<file path="config.mk">
export PLATFORM = sky130hd
export DESIGN_NAME = ir_pulse_record_replay_unit
export DESIGN_NICKNAME = d
export VERILOG_FILES = /design/src/rtl/core/ipr_pkg.sv /design/src/rtl/core/ipr_dur_store.sv /design/src/rtl/core/ipr_capture.sv /design/src/rtl/core/ipr_replay.sv /design/src/rtl/core/ir_pulse_record_replay_unit.sv
export SDC_FILE = /design/constraint.sdc
export NUM_CORES = 1
export LEC_CHECK = 0
export ABC_AREA = 1
export ABC_CLOCK_PERIOD_IN_PS = 6600
export BUFFER_PORTS_ARGS = -buffer_cell sky130_fd_sc_hd__clkbuf_2
export CORE_MARGIN = 2
export CORE_UTILIZATION = 60
export DETAILED_ROUTE_END_ITERATION = 12
export HOLD_SLACK_MARGIN = 0.12
export PLACE_DENSITY_LB_ADDON = 0.1
export SLEW_MARGIN = 20
export SYNTH_ARGS = -nofsm -noshare
export SYNTH_HDL_FRONTEND = slang
export SYNTH_SLANG_ARGS = --single-unit
</file>
<file path="constraint.sdc">
create_clock -name i_clk -period 6.6 [get_ports i_clk]
set_clock_uncertainty 0.05 [all_clocks]
set_input_delay 0.33 -clock i_clk [delete_from_list [all_inputs] [get_ports i_clk]]
set_output_delay 0.33 -clock i_clk [all_outputs]
set_load 0.005 [all_outputs]
</file>
<file path="src/rtl/core/ipr_pkg.sv">
// ipr_pkg: shared types and constants for the ir pulse record/replay unit
// no dependencies; imported by every module of the block
`default_nettype none

package ipr_pkg;

    localparam int DUR_W     = 9;   // duration, run limit and idle gap width
    localparam int IDX_OUT_W = 6;   // width of the reported store index
    localparam int CFG_IDX_W = 1;

    // configuration register indexes
    localparam logic [CFG_IDX_W-1:0] CFG_RUN_LIMIT = 1'b0;
    localparam logic [CFG_IDX_W-1:0] CFG_IDLE_GAP  = 1'b1;

    localparam logic [DUR_W-1:0] RUN_LIMIT_RST = 9'd300;
    localparam logic [DUR_W-1:0] IDLE_GAP_RST  = 9'd70;

    // capture results for one tick, after the tick
    typedef struct packed {
        logic             capturing;
        logic             stored;
        logic [DUR_W-1:0] duration;
    } t_cap_status;

endpackage

`default_nettype wire

</file>
<file path="src/rtl/core/ipr_dur_store.sv">
// ipr_dur_store: duration memory with registered, write-forwarded read port
// entries not yet written since reset read as zero via the fill position
// depends on ipr_pkg
`default_nettype none

module ipr_dur_store #(
    parameter int DEPTH = 64,
    parameter int AW    = $clog2(DEPTH)
) (
    input  logic                       i_clk,
    input  logic                       i_rst_n,
    input  logic                       i_we,
    input  logic [AW-1:0]              i_waddr,
    input  logic [ipr_pkg::DUR_W-1:0]  i_wdata,
    input  logic [AW-1:0]              i_raddr,
    input  logic [AW-1:0]              i_fill_idx,
    input  logic                       i_fill_wrapped,
    output logic [ipr_pkg::DUR_W-1:0]  o_rdata
);
    import ipr_pkg::*;

    logic [DUR_W-1:0] r_mem [DEPTH];
    logic [DUR_W-1:0] r_rdata;
    logic             r_rd_valid;

    always_ff @(posedge i_clk) begin
        if (i_we) begin
            r_mem[i_waddr] <= i_wdata;
        end
    end

    // read data follows a write to the same entry in the same cycle
    always_ff @(posedge i_clk) begin
        if (i_we && (i_waddr == i_raddr)) begin
            r_rdata <= i_wdata;
        end else begin
            r_rdata <= r_mem[i_raddr];
        end
    end

    // entry holds data once the sequential write pointer has passed it
    always_ff @(posedge i_clk) begin
        if (!i_rst_n) begin
            r_rd_valid <= 1'b0;
        end else begin
            r_rd_valid <= i_fill_wrapped || (i_raddr < i_fill_idx);
        end
    end

    assign o_rdata = r_rd_valid ? r_rdata : '0;

endmodule

`default_nettype wire

</file>
<file path="src/rtl/core/ipr_capture.sv">
// ipr_capture: receive-side run counter, capture gate and store write pointer
// depends on ipr_pkg
`default_nettype none

module ipr_capture #(
    parameter int DEPTH = 64,
    parameter int AW    = $clog2(DEPTH)
) (
    input  logic                       i_clk,
    input  logic                       i_rst_n,
    input  logic                       i_step,
    input  logic                       i_ir,
    input  logic [ipr_pkg::DUR_W-1:0]  i_run_limit,
    input  logic [ipr_pkg::DUR_W-1:0]  i_idle_gap,
    output ipr_pkg::t_cap_status       o_status,
    output logic [AW-1:0]              o_waddr,
    output logic [AW-1:0]              o_fill_idx,
    output logic                       o_fill_wrapped
);
    import ipr_pkg::*;

    localparam logic [AW-1:0] LAST_IDX = AW'(DEPTH - 1);

    logic             r_cap, n_cap;
    logic             r_mark, n_mark;
    logic [DUR_W-1:0] r_cnt, n_cnt;
    logic [AW-1:0]    r_widx, n_widx;
    logic             r_wrapped, n_wrapped;
    logic             cap_gate;
    logic             mark_gate;
    logic [DUR_W-1:0] cnt_gate;
    logic             continues;
    logic             store;

    always_comb begin
        cap_gate  = r_cap;
        mark_gate = r_mark;
        cnt_gate  = r_cnt;
        // start of a capture
        if (i_ir && !r_cap) begin
            cap_gate  = 1'b1;
            mark_gate = 1'b1;
            cnt_gate  = '0;
        end
        // long space ends it
        if (!mark_gate && (cnt_gate == i_idle_gap)) begin
            cap_gate = 1'b0;
        end

        n_cap     = cap_gate;
        n_mark    = mark_gate;
        n_cnt     = cnt_gate;
        n_widx    = r_widx;
        n_wrapped = r_wrapped;
        store     = 1'b0;
        continues = mark_gate ? i_ir : !i_ir;
        if (cap_gate) begin
            if (continues && (cnt_gate < i_run_limit)) begin
                n_cnt = cnt_gate + 9'd1;
            end else begin
                store     = 1'b1;
                n_cnt     = 9'd1;
                n_mark    = !mark_gate;
                n_widx    = (r_widx == LAST_IDX) ? '0 : r_widx + 1'b1;
                n_wrapped = r_wrapped || (r_widx == LAST_IDX);
            end
        end
    end

    always_ff @(posedge i_clk) begin
        if (!i_rst_n) begin
            r_cap     <= 1'b0;
            r_mark    <= 1'b1;
            r_cnt     <= '0;
            r_widx    <= '0;
            r_wrapped <= 1'b0;
        end else if (i_step) begin
            r_cap     <= n_cap;
            r_mark    <= n_mark;
            r_cnt     <= n_cnt;
            r_widx    <= n_widx;
            r_wrapped <= n_wrapped;
        end
    end

    assign o_status.capturing = i_step ? n_cap : r_cap;
    assign o_status.stored    = i_step && store;
    assign o_status.duration  = (i_step && store) ? cnt_gate : '0;
    assign o_waddr            = r_widx;
    assign o_fill_idx         = i_step ? n_widx : r_widx;
    assign o_fill_wrapped     = i_step ? n_wrapped : r_wrapped;

endmodule

`default_nettype wire

</file>
<file path="src/rtl/core/ipr_replay.sv">
// ipr_replay: transmit-side replay sequencer stepping through stored durations
// depends on ipr_pkg
`default_nettype none

module ipr_replay #(
    parameter int DEPTH = 64,
    parameter int AW    = $clog2(DEPTH)
) (
    input  logic                       i_clk,
    input  logic                       i_rst_n,
    input  logic                       i_step,
    input  logic [ipr_pkg::DUR_W-1:0]  i_entry,
    output logic                       o_drive,
    output logic [AW-1:0]              o_rd_addr
);
    import ipr_pkg::*;

    localparam logic [AW-1:0] LAST_IDX = AW'(DEPTH - 1);

    logic [AW-1:0]    r_idx, n_idx;
    logic [DUR_W-1:0] r_time, n_time;
    logic             r_level, n_level;
    logic             r_drive, n_drive;

    always_comb begin
        n_idx   = r_idx;
        n_time  = r_time;
        n_level = r_level;
        n_drive = r_drive;
        if (i_step) begin
            if (r_time < i_entry) begin
                n_drive = r_level;
                n_time  = r_time + 9'd1;
            end else begin
                n_level = !r_level;
                n_idx   = (r_idx == LAST_IDX) ? '0 : r_idx + 1'b1;
                n_time  = '0;
            end
        end
    end

    always_ff @(posedge i_clk) begin
        if (!i_rst_n) begin
            r_idx   <= '0;
            r_time  <= '0;
            r_level <= 1'b1;
            r_drive <= 1'b0;
        end else begin
            r_idx   <= n_idx;
            r_time  <= n_time;
            r_level <= n_level;
            r_drive <= n_drive;
        end
    end

    assign o_drive   = n_drive;
    // fetch the entry for the next tick
    assign o_rd_addr = n_idx;

endmodule

`default_nettype wire

</file>
<file path="src/rtl/core/ir_pulse_record_replay_unit.sv">
// ir_pulse_record_replay_unit: top level of the ir pulse record/replay block
// depends on ipr_pkg, ipr_dur_store, ipr_capture, ipr_replay
//
// usage:
//   one input transaction per timer tick carries ir_active and toggle_mode;
//   each one produces exactly one result transaction (drive level, mode,
//   capture flag and the store write of that tick, if any).
//   both channels use valid/stall; a transaction moves when valid is high
//   and stall is low. configuration (run_limit, idle_gap) is written through
//   i_cfg_we/i_cfg_idx/i_cfg_data while the block is idle.
// output register and throughput:
//   the result appears in the output register in the cycle after the input is
//   taken; a new tick is taken every cycle unless a held result is stalled
//   in the single result register; the duration memory read is registered.
// stall:
//   while the receiver stalls and a result is held, o_in_stall is high;
//   once the result is taken, a new tick is taken in the same cycle.
// reset:
//   synchronous, active low; receive mode, no capture, registers back to
//   300 and 70, the duration store reads as all zeros until written.
`default_nettype none

module ir_pulse_record_replay_unit #(
    parameter int STORE_DEPTH = 64
) (
    input  logic                          i_clk,
    input  logic                          i_rst_n,
    // configuration
    input  logic                          i_cfg_we,
    input  logic [ipr_pkg::CFG_IDX_W-1:0] i_cfg_idx,
    input  logic [ipr_pkg::DUR_W-1:0]     i_cfg_data,
    // input channel
    input  logic                          i_in_valid,
    output logic                          o_in_stall,
    input  logic                          i_ir_active,
    input  logic                          i_toggle_mode,
    // result channel
    output logic                          o_out_valid,
    input  logic                          i_out_stall,
    output logic                          o_tx_level,
    output logic                          o_transmit_mode,
    output logic                          o_capture_active,
    output logic                          o_store_valid,
    output logic [ipr_pkg::DUR_W-1:0]     o_stored_duration,
    output logic [ipr_pkg::IDX_OUT_W-1:0] o_stored_index
);
    import ipr_pkg::*;

    localparam int AW = $clog2(STORE_DEPTH);
    localparam int SW = (AW > IDX_OUT_W) ? AW : IDX_OUT_W;

    logic [DUR_W-1:0]     r_run_limit;
    logic [DUR_W-1:0]     r_idle_gap;
    logic                 r_mode;
    logic                 n_mode;
    logic                 accept;
    logic                 cap_step;
    logic                 rep_step;
    t_cap_status          cap_status;
    logic [AW-1:0]        waddr;
    logic [AW-1:0]        fill_idx;
    logic                 fill_wrapped;
    logic [AW-1:0]        rd_addr;
    logic [DUR_W-1:0]     entry;
    logic                 drive;
    logic [SW-1:0]        widx_wide;

    logic                 r_out_valid;
    logic                 r_tx_level;
    logic                 r_transmit_mode;
    logic                 r_capture_active;
    logic                 r_store_valid;
    logic [DUR_W-1:0]     r_stored_duration;
    logic [IDX_OUT_W-1:0] r_stored_index;

    // configuration register writes
    always_ff @(posedge i_clk) begin
        if (!i_rst_n) begin
            r_run_limit <= RUN_LIMIT_RST;
            r_idle_gap  <= IDLE_GAP_RST;
        end else if (i_cfg_we) begin
            unique case (i_cfg_idx)
                CFG_RUN_LIMIT: r_run_limit <= i_cfg_data;
                CFG_IDLE_GAP:  r_idle_gap  <= i_cfg_data;
            endcase
        end
    end

    assign o_in_stall = r_out_valid && i_out_stall;
    assign accept     = i_in_valid && !o_in_stall;
    assign n_mode     = r_mode ^ i_toggle_mode;
    assign cap_step   = accept && !n_mode;
    assign rep_step   = accept && n_mode;

    always_ff @(posedge i_clk) begin
        if (!i_rst_n) begin
            r_mode <= 1'b0;
        end else if (accept) begin
            r_mode <= n_mode;
        end
    end

    ipr_capture #(
        .DEPTH (STORE_DEPTH),
        .AW    (AW)
    ) u_capture (
        .i_clk          (i_clk),
        .i_rst_n        (i_rst_n),
        .i_step         (cap_step),
        .i_ir           (i_ir_active),
        .i_run_limit    (r_run_limit),
        .i_idle_gap     (r_idle_gap),
        .o_status       (cap_status),
        .o_waddr        (waddr),
        .o_fill_idx     (fill_idx),
        .o_fill_wrapped (fill_wrapped)
    );

    ipr_dur_store #(
        .DEPTH (STORE_DEPTH),
        .AW    (AW)
    ) u_store (
        .i_clk          (i_clk),
        .i_rst_n        (i_rst_n),
        .i_we           (cap_status.stored),
        .i_waddr        (waddr),
        .i_wdata        (cap_status.duration),
        .i_raddr        (rd_addr),
        .i_fill_idx     (fill_idx),
        .i_fill_wrapped (fill_wrapped),
        .o_rdata        (entry)
    );

    ipr_replay #(
        .DEPTH (STORE_DEPTH),
        .AW    (AW)
    ) u_replay (
        .i_clk     (i_clk),
        .i_rst_n   (i_rst_n),
        .i_step    (rep_step),
        .i_entry   (entry),
        .o_drive   (drive),
        .o_rd_addr (rd_addr)
    );

    // reported index is the low bits of the entry number
    assign widx_wide = SW'(waddr);

    always_ff @(posedge i_clk) begin
        if (!i_rst_n) begin
            r_out_valid <= 1'b0;
        end else if (accept) begin
            r_out_valid <= 1'b1;
        end else if (!i_out_stall) begin
            r_out_valid <= 1'b0;
        end
    end

    always_ff @(posedge i_clk) begin
        if (accept) begin
            r_tx_level        <= drive;
            r_transmit_mode   <= n_mode;
            r_capture_active  <= cap_status.capturing;
            r_store_valid     <= cap_status.stored;
            r_stored_duration <= cap_status.duration;
            r_stored_index    <= cap_status.stored ? widx_wide[IDX_OUT_W-1:0] : '0;
        end
    end

    assign o_out_valid       = r_out_valid;
    assign o_tx_level        = r_tx_level;
    assign o_transmit_mode   = r_transmit_mode;
    assign o_capture_active  = r_capture_active;
    assign o_store_valid     = r_store_valid;
    assign o_stored_duration = r_stored_duration;
    assign o_stored_index    = r_stored_index;

`ifndef SYNTHESIS
    // the store is only written in receive mode
    a_store_rx_only: assert property (@(posedge i_clk) disable iff (!i_rst_n)
        o_out_valid && o_store_valid |-> !o_transmit_mode)
        else $error("store write reported in transmit mode");

    // no write means zero duration and index
    a_idle_fields_zero: assert property (@(posedge i_clk) disable iff (!i_rst_n)
        o_out_valid && !o_store_valid |-> (o_stored_duration == '0) && (o_stored_index == '0))
        else $error("duration or index set without a store write");

    // input side only held back by a waiting result
    a_stall_needs_result: assert property (@(posedge i_clk) disable iff (!i_rst_n)
        !o_out_valid |-> !o_in_stall)
        else $error("input stalled with an empty result register");

    // every accepted tick yields a result in the next cycle
    a_result_follows: assert property (@(posedge i_clk) disable iff (!i_rst_n)
        i_in_valid && !o_in_stall |=> o_out_valid)
        else $error("accepted transaction produced no result");
`endif

endmodule

`default_nettype wire

</file>
# After elaboration in Yosys (flattened, before gate mapping)
# Memory sizes are Yosys's and may differ from the RTL's. A register that Yosys moved wholly into a read port is not among the register bits.
# Index checks and enable logic that the tools add are counted.
[word_totals] ramBits=576 elab_cells=85 input_bits=17 register_bits=75 n_memories=1
[mem_list] name="u_store.r_mem" depth=64 word_bits=9 rd=1 rd_clocked_by_memory_dff=1 wr=1 line="ipr_dur_store.sv:22" text="logic [DUR_W-1:0] r_mem [DEPTH];"
[classes] n_reduce_logical=19 n_bitwise=3 magnitude_cmp=3 n_addsub=4 muxes=31 n_eq_ne=4
[ops] operator="$mux W9" n=6
[ops] operator="$mux W6" n=7
[ops] operator="$add A9 B1 Y9 const B" n=2
[ops] operator="$lt A9 B9 Y1" n=2
[ops] operator="$mux W1" n=18
[ops] operator="$add A6 B1 Y6 const B" n=2
[ops] operator="$eq A6 B6 Y1 const B" n=2
[ops] operator="$eq A9 B9 Y1" n=1
[ops] operator="$logic_and A1 B1 Y1" n=8
[ops] operator="$logic_not A1 Y1" n=6
[ops] operator="$lt A6 B6 Y1" n=1
[ops] operator="$reduce_and A2 Y1" n=3
[ops] operator="$logic_or A1 B1 Y1" n=2
[ops] operator="$ne A2 B1 Y1 const B" n=1
[ops] operator="$not A1 Y1" n=2
[ops] operator="$xor A1 B1 Y1" n=1

# Logic depth before layout (Yosys ltp)
[logic_depth] depth_word=10 depth_mapped=33 mapped_depth_nobuf=28

# By module
# A second synthesis with hierarchy kept.
[unflattened] cells_unflattened=2590 area_unflattened_um2=28035.6
[by_module_without_submodules] module="ipr_dur_store" cells_each=2037 area_each_um2=23845.4 instances=1 seq_area_each_um2=17436.7
[by_module_without_submodules] module="ipr_capture" cells_each=274 area_each_um2=1694.1 instances=1 seq_area_each_um2=360.3
[by_module_without_submodules] module="ir_pulse_record_replay_unit" cells_each=127 area_each_um2=1336.3 instances=1 seq_area_each_um2=970.9
[by_module_without_submodules] module="ipr_replay" cells_each=152 area_each_um2=1159.9 instances=1 seq_area_each_um2=340.3

# Worst setup path after synthesis
# Ideal clock, no wire load.
[synth_path] path_kind="input -> register" startpoint="input port i_out_stall" endpoint="register r_stored_duration[1] (netlist: o_stored_duration[1]) (data pin)" arrival_ns=4.578 n_path_buf=1 setup_time_ns=0.689 path_slack_ns=1.283 required_ns=5.861 stages=8 cell_sequence="nand2_1 > inv_1 > nor2_1 > inv_1 > nor2_1 > nand2_4 > buf_6 > nor3_1"
[synth_rtl] element="start: declaration" line="ir_pulse_record_replay_unit.sv:39" text="input logic i_out_stall,"
[synth_rtl] element="end signal: assignment" line="ir_pulse_record_replay_unit.sv:165" text="r_stored_duration <= cap_status.duration;"
[synth_rtl] element="end: declaration" line="ir_pulse_record_replay_unit.sv:73" text="logic [DUR_W-1:0] r_stored_duration;"

==> flow_summary_export.csv <==
group,metric,value,unit
status,outcome,"finished clean",
synthesis,postSynthAreaPerCell,12.2,um2
routing,drtAntennaViolNets,0,
floorplan,die_h,215,um
hold_path,hp-class,"in -> reg",
clock_tree,cts_setup_buffers,0,
sta,relSlewSlack,0.275,
sta,whs,0.171,ns
clock_tree,cts_tree,"done",
routing,drt-total-wl,68.0,mm
power_and_ir_drop,p_int,7.18,mW
sta,fmax,170,MHz
power_and_ir_drop,p_total,9.94,mW
sta,setup_ws,0.704,ns
place,place_hpwl,38.1,mm
routing,routedWlPerCell,23.8,um
place,port_buffers,37,
worst_setup_path,worstPathRequired,7.07,ns
synthesis,ys.warnings.count,0,
routing,num_vias,17900,
sta,drv_slew,0,
routing,viasPerCell,6.26,
worst_setup_path,critical_path_class,"reg -> reg",
clock_tree,root_buffer,"clkbuf_16",
layout,drive_above_1_share,0.0911,
floorplan,dieArea,46400,um2
sta,hold_viol,0,
routing,firstDrtPassIters,5,
layout,n_antenna_cell,0,
layout,fillCellCount,3176,
routing,dr.first_iter.drc_count,2069,
clock_tree,clockBufferDepth,3,
worst_setup_path,start_kind,"flip-flop",
synthesis,async_reset_ff_frac,0,
worst_setup_path,crit_fanout,119,
synthesis,yosys_most_used_dff,"edfxtp_1",
power_and_ir_drop,p_sw_frac,0.277,
worst_setup_path,arrival,6.37,ns
run,drv_cap,0,
sta,grt_setup_unrepaired,"no",
global_routing,grt_overflow,0,
synthesis,syn-instance-count,2191,
power_and_ir_drop,peakVddDrop,0.253,mV
power_and_ir_drop,power_frac_clock,0.379,
clock_tree,cts_made_buffers,67,
sta,finalSetupViolCount,0,
sta,tns,0,ns
floorplan,ioPinCount,38,
clock_tree,clkLatencyLatePin,0.61,ns
global_routing,grt_pass1_vias,17300,
global_routing,grt_usage,0.295,
global_routing,grt_pass1_wl,103,mm
layout,design_area,29900,um2
routing,drcViolationCount,0,
power_and_ir_drop,power.density,333,nW/um2
clock_tree,clock_sinks,657,
sta,period_share,0.893,
layout,layout.nets,2256,
layout,syn2layout_area_growth,11.3,%
sta,tightest_slew,1.09,ns
layout,postLayoutCoreUtil,0.675,
place,place_ws,0.963,ns
floorplan,start_util,0.607,
synthesis,synth_enable_flop_cells,595,
power_and_ir_drop,comb_power_share,0.162,
place,gp_congestion,0.914,
synthesis,syn_nets,2233,
clock_tree,cts_hold_buf,12,
clock_tree,clkTransAtPathRegs,0.06,ns
global_routing,antenna_found_initial,0,
floorplan,core_area,44200,um2
worst_setup_path,worst_setup_path_end_kind,"flip-flop",
power_and_ir_drop,p_switching,2.75,mW
synthesis,synthTopCellsByArea,"edfxtp_1, nor2_1, o21ai_0, dfxtp_1, o221ai_1",
sta,fin_crit,5.90,ns
place,dpl_cell_area,27600,um2
synthesis,synth.distinct_cells,46,
floorplan,core.rowCount,77,
synthesis,yosys.area.top_type_share,0.666,
clock_tree,h-tree-depth,3,
synthesis,ys_ff_latch,657,
clock_tree,cts_resized,0,
place,placed_cells,2724,
layout,layout.cells.non_filler,2854,
synthesis,synth.largest_area_cell,"edfxtp_1",
synthesis,syn-cell-area,26800,um2
global_routing,grt_max_degree,128,
synthesis,yosysSeqAreaShare,0.712,
power_and_ir_drop,p_seq_frac,0.459,
floorplan,die_w,215,um
power_and_ir_drop,leakagePower,10.3,nW
layer usage:
| layer | wire length (um) | vias up | GRT usage |
|---|---|---|---|
| met2 | 31200 | 857 | 0.455 |
| li1 | - | 8083 | - |
| met1 | 28600 | 8801 | 0.420 |
| met3 | 6110 | 136 | 0.0600 |
| met5 | 0 | - | 0 |
| met4 | 2070 | 0 | 0.106 |
worst max-delay path, cell delays in order, from the launching register on:
cell and delay (ns):
dfxtp_4 0.46, inv_8 0.52, buf_12 0.34, o21ai_0 0.12, o22ai_1 0.18, nor2_1 0.06, o311ai_0 0.83, nand3_1 0.25
nand2_1 0.15, nand2_1 0.07, ha_1 0.30, nand3_1 0.10, a31oi_1 0.08, a2111oi_0 0.72, nand2_2 0.23, nand3_1 0.14
xor2_1 0.15, inv_1 0.06, nand2_1 0.08, nand2_1 0.08, ha_1 0.30, nand2_1 0.09, inv_1 0.05, nand2_1 0.05
nand3_1 0.06, a31oi_1 0.14, nand2_1 0.07, nand2_1 0.05
cell families after synthesis:
logic type,share of synthesized area
adder cells (fa/ha/maj),0.0117
buffers and inverters,0.0350
flip-flops,0.712
XOR/XNOR,0.00686
AND/OR/NAND/NOR,0.122
AO/OA/AOI/OAI,0.112
cells in the mapped netlist (2+ instances only):
cell type / number
xnor2_1: 6
dfxtp_1: 62
nor3_1: 8
o311ai_0: 7
nand2_1: 184
clkinv_1: 4
o21ai_0: 287
a221oi_1: 4
nand3b_1: 2
a21oi_1: 31
nand2_2: 3
edfxtp_1: 595
inv_2: 3
nand3_4: 3
buf_6: 5
a31oi_1: 12
o2111ai_1: 2
o22ai_1: 30
o211ai_1: 13
clkbuf_1: 84
nor2_2: 4
buf_2: 24
nand2_4: 4
ha_1: 25
nor3b_1: 2
o311ai_1: 2
nand4_1: 9
and3_1: 3
buf_4: 11
nand3_1: 137
xor2_1: 15
buf_1: 5
nor2_1: 409
nor2_4: 4
o221ai_1: 101
inv_1: 81
power by group through the flow:
stage               Combinational (mW)  Clock [mW]  Sequential [mW]
floorplan                         1.15           0             4.62
global placement                  1.53           0             4.65
detailed placement                1.57           0             4.65
CTS                               1.59        3.79             4.57
global route                      1.77        3.95             4.57
finish                            1.61        3.76             4.57
layout make-up:
class,count,area [um2],share of cell area
Clock inverter,30,297,0.00993
Clock buffer,87,1850,0.0619
Inverter,90,350,0.0117
Timing Repair Buffer,83,643,0.0215
Sequential cell,657,19100,0.640
Tap cell,592,741,0.0248
Multi-Input combinational cell,1315,6860,0.230
sequential cells by signal, summed over array words and instances, names as in the netlist, named ones only:
signal	count
o_capture_active	1
o_out_valid	1
o_store_valid	1
o_stored_duration	9
o_stored_index	6
o_transmit_mode	1
o_tx_level	1
r_idle_gap	9
r_mode	1
r_run_limit	9
u_capture.o_waddr	6
u_capture.r_cap	1
u_capture.r_cnt	9
u_capture.r_mark	1
u_capture.r_wrapped	1
u_replay.r_drive	1
u_replay.r_idx	6
u_replay.r_level	1
u_replay.r_time	9
u_store.r_mem	576
u_store.r_rd_valid	1
worst paths after layout:
path	from	to	slack (ns)	depth (start not counted)
worst max-delay path	flip-flop	u_store.r_rd_valid$_SDFF_PN0_	0.70	27
worst min-delay path	i_cfg_idx	r_run_limit[8]$_SDFFE_PN1P_	0.17	4
worst max register to register	flip-flop	u_store.r_rd_valid$_SDFF_PN0_	0.70	27
worst min register to register	u_capture.r_cnt[2]$_SDFFE_PN0P_	u_capture.r_cnt[2]$_SDFFE_PN0P_	0.42	2
layout by cell type, fill, tap and decap left out, types with 15 or more instances in the layout:
cell / n
a21oi_1: 31
buf_4: 28
clkbuf_1: 15
clkbuf_16: 71
clkbuf_2: 37
dfxtp_1: 59
edfxtp_1: 595
ha_1: 25
inv_1: 81
nand2_1: 184
nand3_1: 137
nor2_1: 400
o21ai_0: 287
o221ai_1: 101
o22ai_1: 30
xor2_1: 15
No activity file was read; power rests on OpenSTA's default activity.
